File: config.mk
export PLATFORM = sky130hd
export DESIGN_NAME = key_short_long_press_detector_unit
export DESIGN_NICKNAME = d
export VERILOG_FILES = /design/src/rtl/core/kslp_pkg.sv /design/src/rtl/core/key_short_long_press_detector_unit.sv /design/src/rtl/core/kslp_classify.sv /design/src/rtl/core/kslp_rsp_fifo.sv
export VERILOG_INCLUDE_DIRS = /design/src /design/src/rtl/core
export SDC_FILE = /design/constraint.sdc
export NUM_CORES = 1
export LEC_CHECK = 0
export BUFFER_PORTS_ARGS = -buffer_cell sky130_fd_sc_hd__buf_2
export CORE_MARGIN = 1.5
export CORE_UTILIZATION = 40
export CTS_CLUSTER_SIZE = 28
export DETAILED_ROUTE_END_ITERATION = 10
export PLACE_DENSITY = 0.57
export SLEW_MARGIN = 20
export SYNTH_ARGS = -nofsm -noshare
export SYNTH_HDL_FRONTEND = slang
export SYNTH_SLANG_ARGS = --single-unit
File: constraint.sdc
create_clock -name clock -period 16.6 [get_ports clock]
set_clock_uncertainty 0.15 [all_clocks]
set_input_delay 0.83 -clock clock [delete_from_list [all_inputs] [get_ports clock]]
set_output_delay 0.83 -clock clock [all_outputs]
set_load 0.005 [all_outputs]
File: src/rtl/core/key_short_long_press_detector_unit_assert.svh
// Assertion macros shared by the key press detector RTL.
`ifndef KEY_SHORT_LONG_PRESS_DETECTOR_UNIT_ASSERT_SVH
`define KEY_SHORT_LONG_PRESS_DETECTOR_UNIT_ASSERT_SVH
`ifndef SYNTHESIS
`define KSLP_ASSERT(label, clk, rst, prop) \
   label: assert property (@(posedge clk) disable iff (rst) prop) \
      else $error("key press detector check failed");
`define KSLP_ASSERT_NEXT(label, clk, rst, ante, cons) \
   label: assert property (@(posedge clk) disable iff (rst) (ante) |=> (cons)) \
      else $error("key press detector sequence check failed");
`else
`define KSLP_ASSERT(label, clk, rst, prop)
`define KSLP_ASSERT_NEXT(label, clk, rst, ante, cons)
`endif
`endif

File: src/rtl/core/kslp_pkg.sv
// Types and constants shared by the key press detector modules.
package kslp_pkg;

   localparam int NUM_KEYS = 2;
   localparam int KEY_W    = 1;
   localparam int CNT_W    = 2;
   localparam int TIME_W   = 32;
   localparam int CFG_W    = 16;

   localparam logic [CFG_W-1:0] DEBOUNCE_RESET   = 16'd50;
   localparam logic [CFG_W-1:0] LONG_PRESS_RESET = 16'd1000;

   localparam logic OP_TICK        = 1'b0;
   localparam logic OP_EDGE        = 1'b1;
   localparam logic LEVEL_PRESSED  = 1'b0;
   localparam logic LEVEL_RELEASED = 1'b1;
   localparam logic KIND_SHORT     = 1'b0;
   localparam logic KIND_LONG      = 1'b1;

   localparam logic CSR_DEBOUNCE   = 1'b0;
   localparam logic CSR_LONG_PRESS = 1'b1;

   typedef struct packed {
      logic event_key;
      logic event_kind;
      logic last_event;
   } rsp_word_type;

   typedef struct packed {
      logic [CNT_W-1:0]                  count;
      rsp_word_type [NUM_KEYS-1:0]       word;
   } push_type;

endpackage

File: src/rtl/core/key_short_long_press_detector_unit.sv
// Top level of the two-key short and long press detector.
// The block classifies presses of two keys from a stream of words: a tick word advances a
// 32-bit millisecond counter and reports a long press for every held key whose hold time has
// reached long_press_ms, and an edge word carries one key's pin level (low is a press, high a
// release) and may report a short press on release. A press is accepted only when more than
// debounce_ms have passed since that key's last accepted press. An accepted word is classified
// while it sits in the input register, once the result queue has room for all its results,
// and its results are written into the queue at the end of that cycle; a result written into
// an empty queue is offered in the following cycle. One input word can be accepted every
// cycle while the queue has room; a tick that reports two long presses writes both result
// words into the queue at once, and the result queue's single read port (one word per cycle)
// together with the need for two free queue slots before a word is classified sets the
// sustained rate when the result side stalls or when long presses pile up.
module key_short_long_press_detector_unit #(
   parameter int RSP_DEPTH = 4
) (
   input  logic                          clock,
   input  logic                          reset,
   // Input words.
   input  logic                          req_valid,
   output logic                          req_ready,
   input  logic                          req_operation,
   input  logic [kslp_pkg::KEY_W-1:0]    req_key_index,
   input  logic                          req_pin_level,
   // Result words.
   output logic                          rsp_valid,
   input  logic                          rsp_ready,
   output logic [kslp_pkg::KEY_W-1:0]    rsp_event_key,
   output logic                          rsp_event_kind,
   output logic                          rsp_last_event,
   // Register writes.
   input  logic                          csr_valid,
   output logic                          csr_ready,
   input  logic                          csr_index,
   input  logic [kslp_pkg::CFG_W-1:0]    csr_data
);

   // Input register: holds one word until the result queue has room for its results.
   logic                         item_valid_ff;
   logic                         item_valid_in;
   logic                         item_op_ff;
   logic [kslp_pkg::KEY_W-1:0]   item_key_ff;
   logic                         item_level_ff;
   logic                         req_take;
   logic                         process_fire;
   logic                         room;

   // Configuration registers.
   logic [kslp_pkg::CFG_W-1:0]   debounce_ff;
   logic [kslp_pkg::CFG_W-1:0]   long_press_ff;

   kslp_pkg::push_type           push;
   kslp_pkg::rsp_word_type       rsp_word;

   // A word is classified once the queue is sure to hold every result it may make, so the
   // input register is free again in the same cycle and the next word can move in.
   assign process_fire  = item_valid_ff && room;
   assign req_ready     = !item_valid_ff || process_fire;
   assign req_take      = req_valid && req_ready;
   assign item_valid_in = req_take || (item_valid_ff && !process_fire);

   always_ff @(posedge clock) begin
      if (reset) begin
         item_valid_ff <= 1'b0;
      end else begin
         item_valid_ff <= item_valid_in;
      end
   end

   always_ff @(posedge clock) begin
      if (req_take) begin
         item_op_ff    <= req_operation;
         item_key_ff   <= req_key_index;
         item_level_ff <= req_pin_level;
      end
   end

   // Always taken unchecked; the user must issue register writes only while the block is idle.
   assign csr_ready = 1'b1;

   always_ff @(posedge clock) begin
      if (reset) begin
         debounce_ff   <= kslp_pkg::DEBOUNCE_RESET;
         long_press_ff <= kslp_pkg::LONG_PRESS_RESET;
      end else if (csr_valid && csr_ready) begin
         unique case (csr_index)
            kslp_pkg::CSR_DEBOUNCE:   debounce_ff   <= csr_data;
            kslp_pkg::CSR_LONG_PRESS: long_press_ff <= csr_data;
            default: begin
            end
         endcase
      end
   end

   kslp_classify u_classify (
      .clock         (clock),
      .reset         (reset),
      .fire          (process_fire),
      .operation     (item_op_ff),
      .key_index     (item_key_ff),
      .pin_level     (item_level_ff),
      .debounce_ms   (debounce_ff),
      .long_press_ms (long_press_ff),
      .push          (push)
   );

   kslp_rsp_fifo #(
      .DEPTH (RSP_DEPTH)
   ) u_rsp_fifo (
      .clock     (clock),
      .reset     (reset),
      .push      (push),
      .room      (room),
      .rsp_valid (rsp_valid),
      .rsp_ready (rsp_ready),
      .rsp_word  (rsp_word)
   );

   assign rsp_event_key  = rsp_word.event_key;
   assign rsp_event_kind = rsp_word.event_kind;
   assign rsp_last_event = rsp_word.last_event;

endmodule

File: src/rtl/core/kslp_classify.sv
// Key state, millisecond counter, press classification: one word per fired cycle.
`include "key_short_long_press_detector_unit_assert.svh"
module kslp_classify (
   input  logic                             clock,
   input  logic                             reset,
   input  logic                             fire,
   input  logic                             operation,
   input  logic [kslp_pkg::KEY_W-1:0]       key_index,
   input  logic                             pin_level,
   input  logic [kslp_pkg::CFG_W-1:0]       debounce_ms,
   input  logic [kslp_pkg::CFG_W-1:0]       long_press_ms,
   output kslp_pkg::push_type               push
);

   logic [kslp_pkg::TIME_W-1:0] ms_ff;
   logic [kslp_pkg::TIME_W-1:0] ms_in;
   logic [kslp_pkg::TIME_W-1:0] stamp_ff [kslp_pkg::NUM_KEYS];
   logic [kslp_pkg::NUM_KEYS-1:0] held_ff;
   logic [kslp_pkg::NUM_KEYS-1:0] fired_ff;
   logic [kslp_pkg::NUM_KEYS-1:0] long_hit;
   logic [kslp_pkg::TIME_W-1:0] edge_age;
   logic [kslp_pkg::TIME_W-1:0] long_ext;
   logic                         press_ok;
   logic                         short_hit;

   assign ms_in    = ms_ff + kslp_pkg::TIME_W'(1);
   assign long_ext = {{(kslp_pkg::TIME_W-kslp_pkg::CFG_W){1'b0}}, long_press_ms};
   assign edge_age = ms_ff - stamp_ff[key_index];
   assign press_ok = edge_age >
                     {{(kslp_pkg::TIME_W-kslp_pkg::CFG_W){1'b0}}, debounce_ms};
   assign short_hit = held_ff[key_index] && !fired_ff[key_index] && (edge_age < long_ext);

   // Long press test uses the time after this tick's increment.
   always_comb begin
      for (int k = 0; k < kslp_pkg::NUM_KEYS; k++) begin
         long_hit[k] = held_ff[k] && !fired_ff[k] && ((ms_in - stamp_ff[k]) >= long_ext);
      end
   end

   always_comb begin
      logic [kslp_pkg::CNT_W-1:0] cnt;
      cnt  = '0;
      push = '0;
      if (fire) begin
         if (operation == kslp_pkg::OP_TICK) begin
            for (int k = 0; k < kslp_pkg::NUM_KEYS; k++) begin
               if (long_hit[k]) begin
                  push.word[cnt[kslp_pkg::KEY_W-1:0]].event_key  = kslp_pkg::KEY_W'(k);
                  push.word[cnt[kslp_pkg::KEY_W-1:0]].event_kind = kslp_pkg::KIND_LONG;
                  cnt = cnt + kslp_pkg::CNT_W'(1);
               end
            end
         end else if (pin_level == kslp_pkg::LEVEL_RELEASED && short_hit) begin
            push.word[0].event_key  = key_index;
            push.word[0].event_kind = kslp_pkg::KIND_SHORT;
            cnt = kslp_pkg::CNT_W'(1);
         end
         if (cnt != '0) begin
            push.word[kslp_pkg::KEY_W'(cnt - kslp_pkg::CNT_W'(1))].last_event = 1'b1;
         end
      end
      push.count = cnt;
   end

   always_ff @(posedge clock) begin
      if (reset) begin
         ms_ff    <= '0;
         held_ff  <= '0;
         fired_ff <= '0;
         for (int k = 0; k < kslp_pkg::NUM_KEYS; k++) begin
            stamp_ff[k] <= '0;
         end
      end else if (fire) begin
         if (operation == kslp_pkg::OP_TICK) begin
            ms_ff    <= ms_in;
            fired_ff <= fired_ff | long_hit;
         end else if (pin_level == kslp_pkg::LEVEL_PRESSED) begin
            if (press_ok) begin
               stamp_ff[key_index] <= ms_ff;
               held_ff[key_index]  <= 1'b1;
               fired_ff[key_index] <= 1'b0;
            end
         end else if (held_ff[key_index]) begin
            held_ff[key_index]  <= 1'b0;
            fired_ff[key_index] <= 1'b0;
         end
      end
   end

   `KSLP_ASSERT(a_edge_one_word, clock, reset,
      (fire && operation == kslp_pkg::OP_EDGE) |-> (push.count <= kslp_pkg::CNT_W'(1)))
   `KSLP_ASSERT(a_fired_only_held, clock, reset, ((fired_ff & ~held_ff) == '0))
   `KSLP_ASSERT_NEXT(a_tick_advances, clock, reset,
      fire && operation == kslp_pkg::OP_TICK, ms_ff == $past(ms_ff) + kslp_pkg::TIME_W'(1))

endmodule

File: src/rtl/core/kslp_rsp_fifo.sv
// Result queue that takes up to two words a cycle and hands out one.
`include "key_short_long_press_detector_unit_assert.svh"
module kslp_rsp_fifo #(
   parameter int DEPTH = 4
) (
   input  logic                    clock,
   input  logic                    reset,
   input  kslp_pkg::push_type      push,
   output logic                    room,
   output logic                    rsp_valid,
   input  logic                    rsp_ready,
   output kslp_pkg::rsp_word_type  rsp_word
);

   localparam int PW = $clog2(DEPTH);
   localparam int CW = $clog2(DEPTH + 1);

   kslp_pkg::rsp_word_type mem [DEPTH];
   logic [PW-1:0] wr_ff;
   logic [PW-1:0] wr_in;
   logic [PW-1:0] rd_ff;
   logic [PW-1:0] rd_in;
   logic [CW-1:0] count_ff;
   logic [CW-1:0] count_in;
   logic [CW-1:0] count_after_pop;
   logic          pop;

   function automatic logic [PW-1:0] ptr_add(logic [PW-1:0] p, logic [PW-1:0] n);
      logic [PW:0] sum;
      sum = {1'b0, p} + {1'b0, n};
      if (sum >= (PW+1)'(DEPTH)) begin
         sum = sum - (PW+1)'(DEPTH);
      end
      return sum[PW-1:0];
   endfunction

   assign pop             = rsp_valid && rsp_ready;
   assign rsp_valid       = count_ff != '0;
   assign rsp_word        = mem[rd_ff];
   assign count_after_pop = count_ff - CW'(pop);
   assign room            = count_after_pop <= CW'(DEPTH - kslp_pkg::NUM_KEYS);
   assign count_in        = count_after_pop + CW'(push.count);
   assign wr_in           = ptr_add(wr_ff, PW'(push.count));
   assign rd_in           = pop ? ptr_add(rd_ff, PW'(1)) : rd_ff;

   always_ff @(posedge clock) begin
      for (int i = 0; i < kslp_pkg::NUM_KEYS; i++) begin
         if (kslp_pkg::CNT_W'(i) < push.count) begin
            mem[ptr_add(wr_ff, PW'(i))] <= push.word[i];
         end
      end
   end

   always_ff @(posedge clock) begin
      if (reset) begin
         wr_ff    <= '0;
         rd_ff    <= '0;
         count_ff <= '0;
      end else begin
         wr_ff    <= wr_in;
         rd_ff    <= rd_in;
         count_ff <= count_in;
      end
   end

   `KSLP_ASSERT(a_count_bound, clock, reset, (count_ff <= CW'(DEPTH)))
   `KSLP_ASSERT(a_push_fits, clock, reset,
      ((push.count != '0) |-> (count_in <= CW'(DEPTH))))
   `KSLP_ASSERT_NEXT(a_pop_drains, clock, reset,
      pop && push.count == '0, count_ff == $past(count_ff) - CW'(1))

endmodule

Word-level counts from Yosys, hierarchy flattened. Memories as Yosys holds them, arrays and structs flattened. A register that Yosys moved wholly into a read port is not among the register bits. Index checks and enable logic that the tools add are counted.

Bits in registers: 79. Memory bits (writable): 76. Input bits: 25. Output and inout bits: 6. Word-level logic and storage cells: 150. Memories kept: 2.

Memory list: u_classify.stamp_ff (words 2, bits a word 32, rd ports 3, clocked after Yosys merged registers in 1, wr ports 2, RTL line kslp_classify.sv:17) `logic [kslp_pkg::TIME_W-1:0] stamp_ff [kslp_pkg::NUM_KEYS];`; u_rsp_fifo.mem (words 4, bits a word 3, rd ports 1, clocked after Yosys merged registers in 1, wr ports 2, RTL line kslp_rsp_fifo.sv:18) `kslp_pkg::rsp_word_type mem [DEPTH];`.

$add $sub $neg: 15. $lt $le $gt $ge: 17. Eq/ne operators: 3. Multiplexer cells: 64. Bitwise logic cells: 7. Reductions and logical operators: 30.

Operators by type and width (count): subtractor 32 bit (3); >= comparator 32 x 16 -> 1 bit (2); two-way mux 2 bit (25); adder 32 x 1 -> 32 bit, second input constant (1); > comparator 32 x 16 -> 1 bit (1); less-than comparator 32 x 16 -> 1 bit (1); two-way mux 32 bit (1); OR reduction 32 bit (1); two-way mux 1 bit (25); bitwise mux 6 bit (3); two-way mux 6 bit (3); logical AND 1 bit (14); demux 3 bit (select 1 bit) (3); >= comparator 3 bit, second input constant (3); two-way mux 3 bit (3); subtractor 2 x 1 -> 2 bit, second input constant (4); adder 2 x 1 -> 3 bit, second input constant (2); less-than comparator 1 x 2 -> 1 bit, second input constant (3); AND reduction 2 bit (3); logical NOT 1 bit (5); bitwise AND 2 bit (2); less-than comparator 1 x 2 -> 1 bit, first input constant (2); OR 2 bit (2); AND reduction 4 bit (1); other kinds (18) (23).

Logic depth before layout (Yosys ltp).
Depth after elaboration: 19. Mapped depth: 31. Mapped depth without buffers: 31.

Cells and area by module. From an unflattened synthesis, not the netlist that was laid out.

Cells, all modules: 1772. Area, all modules: 14984.4 um^2.

Modules (own cells, without submodules): kslp_classify (times used 1, cells each 1555, area an instance 12383.1 um^2, sequential area each 2642.5 um^2); key_short_long_press_detector_unit (times used 1, cells each 140, area an instance 1495.2 um^2, sequential area each 750.7 um^2); kslp_rsp_fifo (times used 1, cells each 77, area an instance 1106.1 um^2, sequential area each 540.5 um^2).

Worst setup path after synthesis. No wires, ideal clock.

Path kind: flip-flop to flip-flop. Start: register with a tool-made name. End: memory u_classify.stamp_ff[1][0] (netlist name) (enable). Library setup time: 470 ps. Arrival time: 6143 ps. Data required time: 15980 ps. Setup slack: 9838 ps. Cell stages (with the launch flop): 19. Path buffers: 2. Period minus slack after synthesis: 6762 ps. Cells stage by stage: dfxtp_1 > buf_2 > clkbuf_1 > mux2i_1 > ha_1 > and2_1 > a221o_1 > or2_2 > a31oi_1 > o21bai_1 > a21oi_1 > xnor2_1 > ha_1 > nand4_1 > a211o_1 > nand3_1 > and2_1 > nor4_4 > o31ai_1.

RTL lines (RTL line): end: declaration (kslp_classify.sv:17).

Worst setup path in the final report.
Start: register u_classify.ms_ff[7] (netlist name). End: register u_rsp_fifo.count_ff[2].

Cells in the longest elaborated chain, start to end: 13. Elaborated cells between the ends (all ways): 21. Classes of those cells: 6 x add/sub; 3 x order compare; 8 x mux; 4 x reduce/logical.

Ends and longest elaborated chain: start: declaration (RTL line kslp_classify.sv:15) `logic [kslp_pkg::TIME_W-1:0] ms_ff;`; start signal: assignment (RTL line kslp_classify.sv:75) `ms_ff <= ms_in;`; adder 32 x 1 -> 32 bit (*) (RTL line kslp_classify.sv:26) `assign ms_in = ms_ff + kslp_pkg::TIME_W'(1);`; net u_classify.ms_in (one bit) (RTL line kslp_classify.sv:16) `logic [kslp_pkg::TIME_W-1:0] ms_in;`; subtractor 32 bit (RTL line kslp_classify.sv:36) `long_hit[k] = held_ff[k] && !fired_ff[k] && ((ms_in - stamp_ff[k]) >= long_ext);`; >= comparator 32 x 16 -> 1 bit (RTL line kslp_classify.sv:36); logical AND 1 bit (RTL line kslp_classify.sv:36); two-way mux 1 bit (RTL line kslp_classify.sv:47) `if (long_hit[k]) begin`; two-way mux 2 bit (RTL line kslp_classify.sv:45) `if (operation == kslp_pkg::OP_TICK) begin`; two-way mux 2 bit (RTL line kslp_classify.sv:44) `if (fire) begin`; adder 2 x 1 -> 2 bit (RTL line kslp_classify.sv:50) `cnt = cnt + kslp_pkg::CNT_W'(1);`; two-way mux 2 bit (*) (RTL line kslp_classify.sv:47); two-way mux 2 bit (*) (RTL line kslp_classify.sv:45); two-way mux 2 bit (*) (2 in series) (RTL line kslp_classify.sv:44); adder 3 x 2 -> 3 bit (*) (RTL line kslp_rsp_fifo.sv:42) `assign count_in = count_after_pop + CW'(push.count);`; end signal: assignment (RTL line kslp_rsp_fifo.sv:62) `count_ff <= count_in;`; end: declaration (RTL line kslp_rsp_fifo.sv:23) `logic [CW-1:0] count_ff;`.

The timed path passes the listed nets; every way through them passes the cells marked *. The select of a mux whose other input is x is not followed. A chain may end at the register's enable or synchronous reset.

==> impl_table.tex <==
\begin{tabular}{lr}
\hline
Metric & Value \\
\hline
\multicolumn{2}{l}{\textbf{Clocking}} \\
Clock slew at the register clock pins of the worst setup and hold paths & around 0.07 ns \\
Count of clock tree sinks & about 160 \\
Clock tree from TritonCTS & done \\
CTS Buf Count & 17 \\
Buffer levels on the longest clock path & 2 \\
Resized cells post-CTS & 0 \\
Post-cts hold buffer count & 0 \\
Number of H-tree branching levels & 4 \\
Clock root cell & clkbuf\_16 \\
Number of post-CTS setup repair buffers & 0 \\
Insertion delay to the later sink of the worst-skew pair & $\sim$0.44 ns \\
\multicolumn{2}{l}{\textbf{Critical path}} \\
Slowest CP cell & nor4\_1 \\
Worst-path cell chain & and3\_1 > and3\_1 > nand3\_1 > nor3\_1 > and3\_1 > xor2\_1 > ha\_1 > a21oi\_1 > o21ai\_1 > nor2b\_1 > or3\_1 > or3\_1 > a2111oi\_0 > o2111ai\_1 > nor4\_1 > a21boi\_1 > inv\_1 > ha\_1 > a21oi\_1 > inv\_1 > ha\_1 > fa\_1 > xnor2\_1 > nor2\_1 \\
Data arrival time at the worst-slack endpoint & between 8 and 9 ns \\
Largest delay share family, worst path & simple AND/OR/NAND/NOR gates \\
Critical path class & reg -> reg \\
Largest driver fanout on the critical path & 10 \\
Required time of the critical path & roughly 17 ns \\
Number of buffers and inverters on the critical path & 2 \\
Longest individual stage delay on the worst path & around 0.8 ns \\
Critical path launch point type & flop \\
Sort of element at the end of the critical path & flop \\
\multicolumn{2}{l}{\textbf{Yosys}} \\
Synth top cells by count & 188 x nand2\_1, 164 x ha\_1, 143 x a21oi\_1 \\
Cell type contributing the most total cell area after synthesis & edfxtp\_1 \\
Sequential-to-total area share from yosys stat & approximately 27\% \\
Gate count after technology mapping & roughly 1800 \\
Yosys warning count & 0 \\
Post-synth net total & between 1500 and 2000 \\
Area fraction of the dominant cell type after synthesis & 16.4\% \\
Post-synth cell types & roughly 90 \\
Cell types occupying the most area after synthesis & edfxtp\_1 16\%, ha\_1 14\%, dfxtp\_1 11\% \\
Seq cells post-synth & between 150 and 200 \\
Mapped cell area & roughly 15000 um\^{}2 \\
Mean post-synth cell area & 8.23 um\^{}2 \\
Number of enable flip-flop cells after synthesis & slightly below 80 \\
Most instantiated library cell after synthesis & nand2\_1 \\
Post-synthesis async set-or-reset flop share & 0\% \\
Top flip-flop cell by instance count after synthesis & edfxtp\_1 \\
\multicolumn{2}{l}{\textbf{Floorplanning}} \\
Initial Util & between 40\% and 50\% \\
Horiz. Die Dim & a little under 200 um \\
\# rows & 69 \\
Total core area & 35700 um\^{}2 \\
Number of placed I/O pins & 31 \\
Die ar. & roughly 37000 um\^{}2 \\
Floorplan die height & 193 um \\
\multicolumn{2}{l}{\textbf{Final layout}} \\
Share of cells above drive strength 1 & between 6 and 7\% \\
Total area of multi-input combinational cells & $\sim$9800 um\^{}2 \\
Register cell area after layout & 3960 um\^{}2 \\
Filler Cell Count & approximately 3600 \\
Final Net Count & $\sim$1900 \\
Relative area change from synthesis to final layout & 7.73\% \\
Number of diodes & 0 \\
Final Util & between 40\% and 50\% \\
\multicolumn{2}{l}{\textbf{Power}} \\
Cell Pwr Density & between 70 and 80 nW/um\^{}2 \\
Maximum resistive drop on vdd & 0.0000703 V \\
LEAKAGE & $\sim$7 nW \\
\multicolumn{2}{l}{\textbf{Placed design}} \\
Post-DP HPWL & between 30000 and 40000 um \\
Routability-driven placement congestion ratio & slightly below 0.9 \\
Port Buffer Count & 29 \\
Minimum setup slack after placement & just under 9 ns \\
\multicolumn{2}{l}{\textbf{STA}} \\
Slew at the pin with the worst max-slew slack & between 0.9 and 1 ns \\
Total negative slack & 0 ns \\
Final setup viols & 0 \\
Number of max-slew violations in the final report & 0 \\
Post-route setup slack & 8.53 ns \\
Final Critical Period & around 8.1 ns \\
Final-report hold violation count & 0 \\
Max frequency & between 0.1 and 0.15 GHz \\
Final worst path period share & around half \\
Max-slew headroom & between 30\% and 40\% \\
Unrepaired setup endpoints after global routing & false \\
\multicolumn{2}{l}{\textbf{Routing}} \\
Total iterations of the first detailed-routing run & 6 \\
Starting DRT DRC Count & 904 \\
Antenna Violating Nets Remaining & 0 \\
DRC & 0 \\
Final Routed Wirelength & 40600 um \\
Routed len/inst & 18.3 um \\
Via count & between 10000 and 15000 \\
Average via count per standard cell & 5.69 \\
\multicolumn{2}{l}{\textbf{Global routing}} \\
Number of antenna violations at the first check in global routing & 0 \\
Largest net degree at the start of global routing & 73 \\
Global-route wire length before repair & about 65000 um \\
Vias in the first global route & about 12000 \\
Grt total ovfl & 0 \\
Global Route Usage Sum & approximately 22\% \\
\multicolumn{2}{l}{\textbf{Worst hold path}} \\
Worst hold path class & reg -> reg \\
\multicolumn{2}{l}{\textbf{Run status}} \\
Status & complete, no violations \\
\multicolumn{2}{l}{\textbf{Job}} \\
Count of maximum capacitance violations & 0 \\
\hline
\end{tabular}
[area by class of cell]
| cell class | instances | area share (%) |
|---|---|---|
| Multi-Input combinational cell | 1411 | 63.0 |
| Sequential cell | 158 | 25.3 |
| Tap cell | 461 | 3.69 |
| Inverter | 123 | 2.95 |
| Clock buffer | 17 | 2.72 |
| Timing Repair Buffer | 38 | 1.36 |
| Clock inverter | 15 | 1.01 |
[placed cells by master, fill, tap and decap left out, types with 32 or more instances in the layout]
master      n
a21o_1     56
a21oi_1   143
and2_1     81
dfxtp_1    78
edfxtp_1   79
ha_1      164
inv_1     123
mux2i_1    36
nand2_1   188
nand3_1    51
nor2_1    106
nor3_1     32
o21ai_0    73
xnor2_1    62
xor2_1     51
[tightest hold or removal path, stage by stage, from the launching register on]
cell	delay, ns
dfxtp_1	0.31
nand2_1	0.05
a21oi_1	0.05
[logic make-up after synthesis]
kind of cell	after synthesis	synth area share [%]
adders and majority gates	168	14.7
AOI/OAI and AO/OA	469	21.4
DFF	158	27.3
buffers and inverters	194	5.11
xor gates and xnor gates	113	6.82
muxes	44	3.34
and+or+nand+nor	616	21.3
other	1	0.0259
[stage by stage]
| stage | area (um^2) | hold slack, ns | cells | power [mW] |
|---|---|---|---|---|
| 2_1_floorplan | 14500 | 0.286 | 1763 | 0.705 |
| 3_3_place_gp | 15000 | 0.293 | 2191 | 0.793 |
| 3_5_place_dp | 15000 | 0.298 | 2191 | 0.800 |
| 4_1_cts | 15600 | 0.307 | 2223 | 1.20 |
| 5_1_grt | 15600 | 0.321 | 2223 | 1.25 |
| 6_report | 15600 | 0.304 | 2223 | 1.19 |
[flip-flops by register name, indices dropped and copies added (netlist names), 3 cells and up, named ones only]
name and flops:
u_classify.ms_ff 32, long_press_ff 16, debounce_ff 16, u_rsp_fifo.count_ff 3, u_classify.stamp_ff 64, u_rsp_fifo.mem 12
[final timing paths]
| path | from | slack, ns | endpoint | cells after the start |
|---|---|---|---|---|
| hold reg to reg | debounce_ff[8]$_SDFFE_PP0P_ | 0.30 | debounce_ff[8]$_SDFFE_PP0P_ | 2 |
| setup / recovery | u_classify.ms_ff[7]$_SDFFE_PP0P_ | 8.53 | u_rsp_fifo.count_ff[2]$_SDFF_PP0_ | 24 |
| setup reg to reg | u_classify.ms_ff[7]$_SDFFE_PP0P_ | 8.53 | u_rsp_fifo.count_ff[2]$_SDFF_PP0_ | 24 |
| hold / removal | debounce_ff[8]$_SDFFE_PP0P_ | 0.30 | debounce_ff[8]$_SDFFE_PP0P_ | 2 |
[power by group]
group / internal, mW / switching, mW / total, mW / leakage (nW)
clock: 0.223 / 0.170 / 0.393 / 0.277
sequential: 0.432 / 0.0155 / 0.448 / 1.46
combinational: 0.137 / 0.209 / 0.346 / 5.08
[routing by layer]
layer  share of wire, %  routed length (um)  global-route usage (%)
met3                3.5                1420                    1.81
met5                  0                   0                       0
met4                1.5                 603                    5.66
met1                 49               19900                    30.0
met2                 46               18700                    36.4
(Power assumes the default switching activity.)
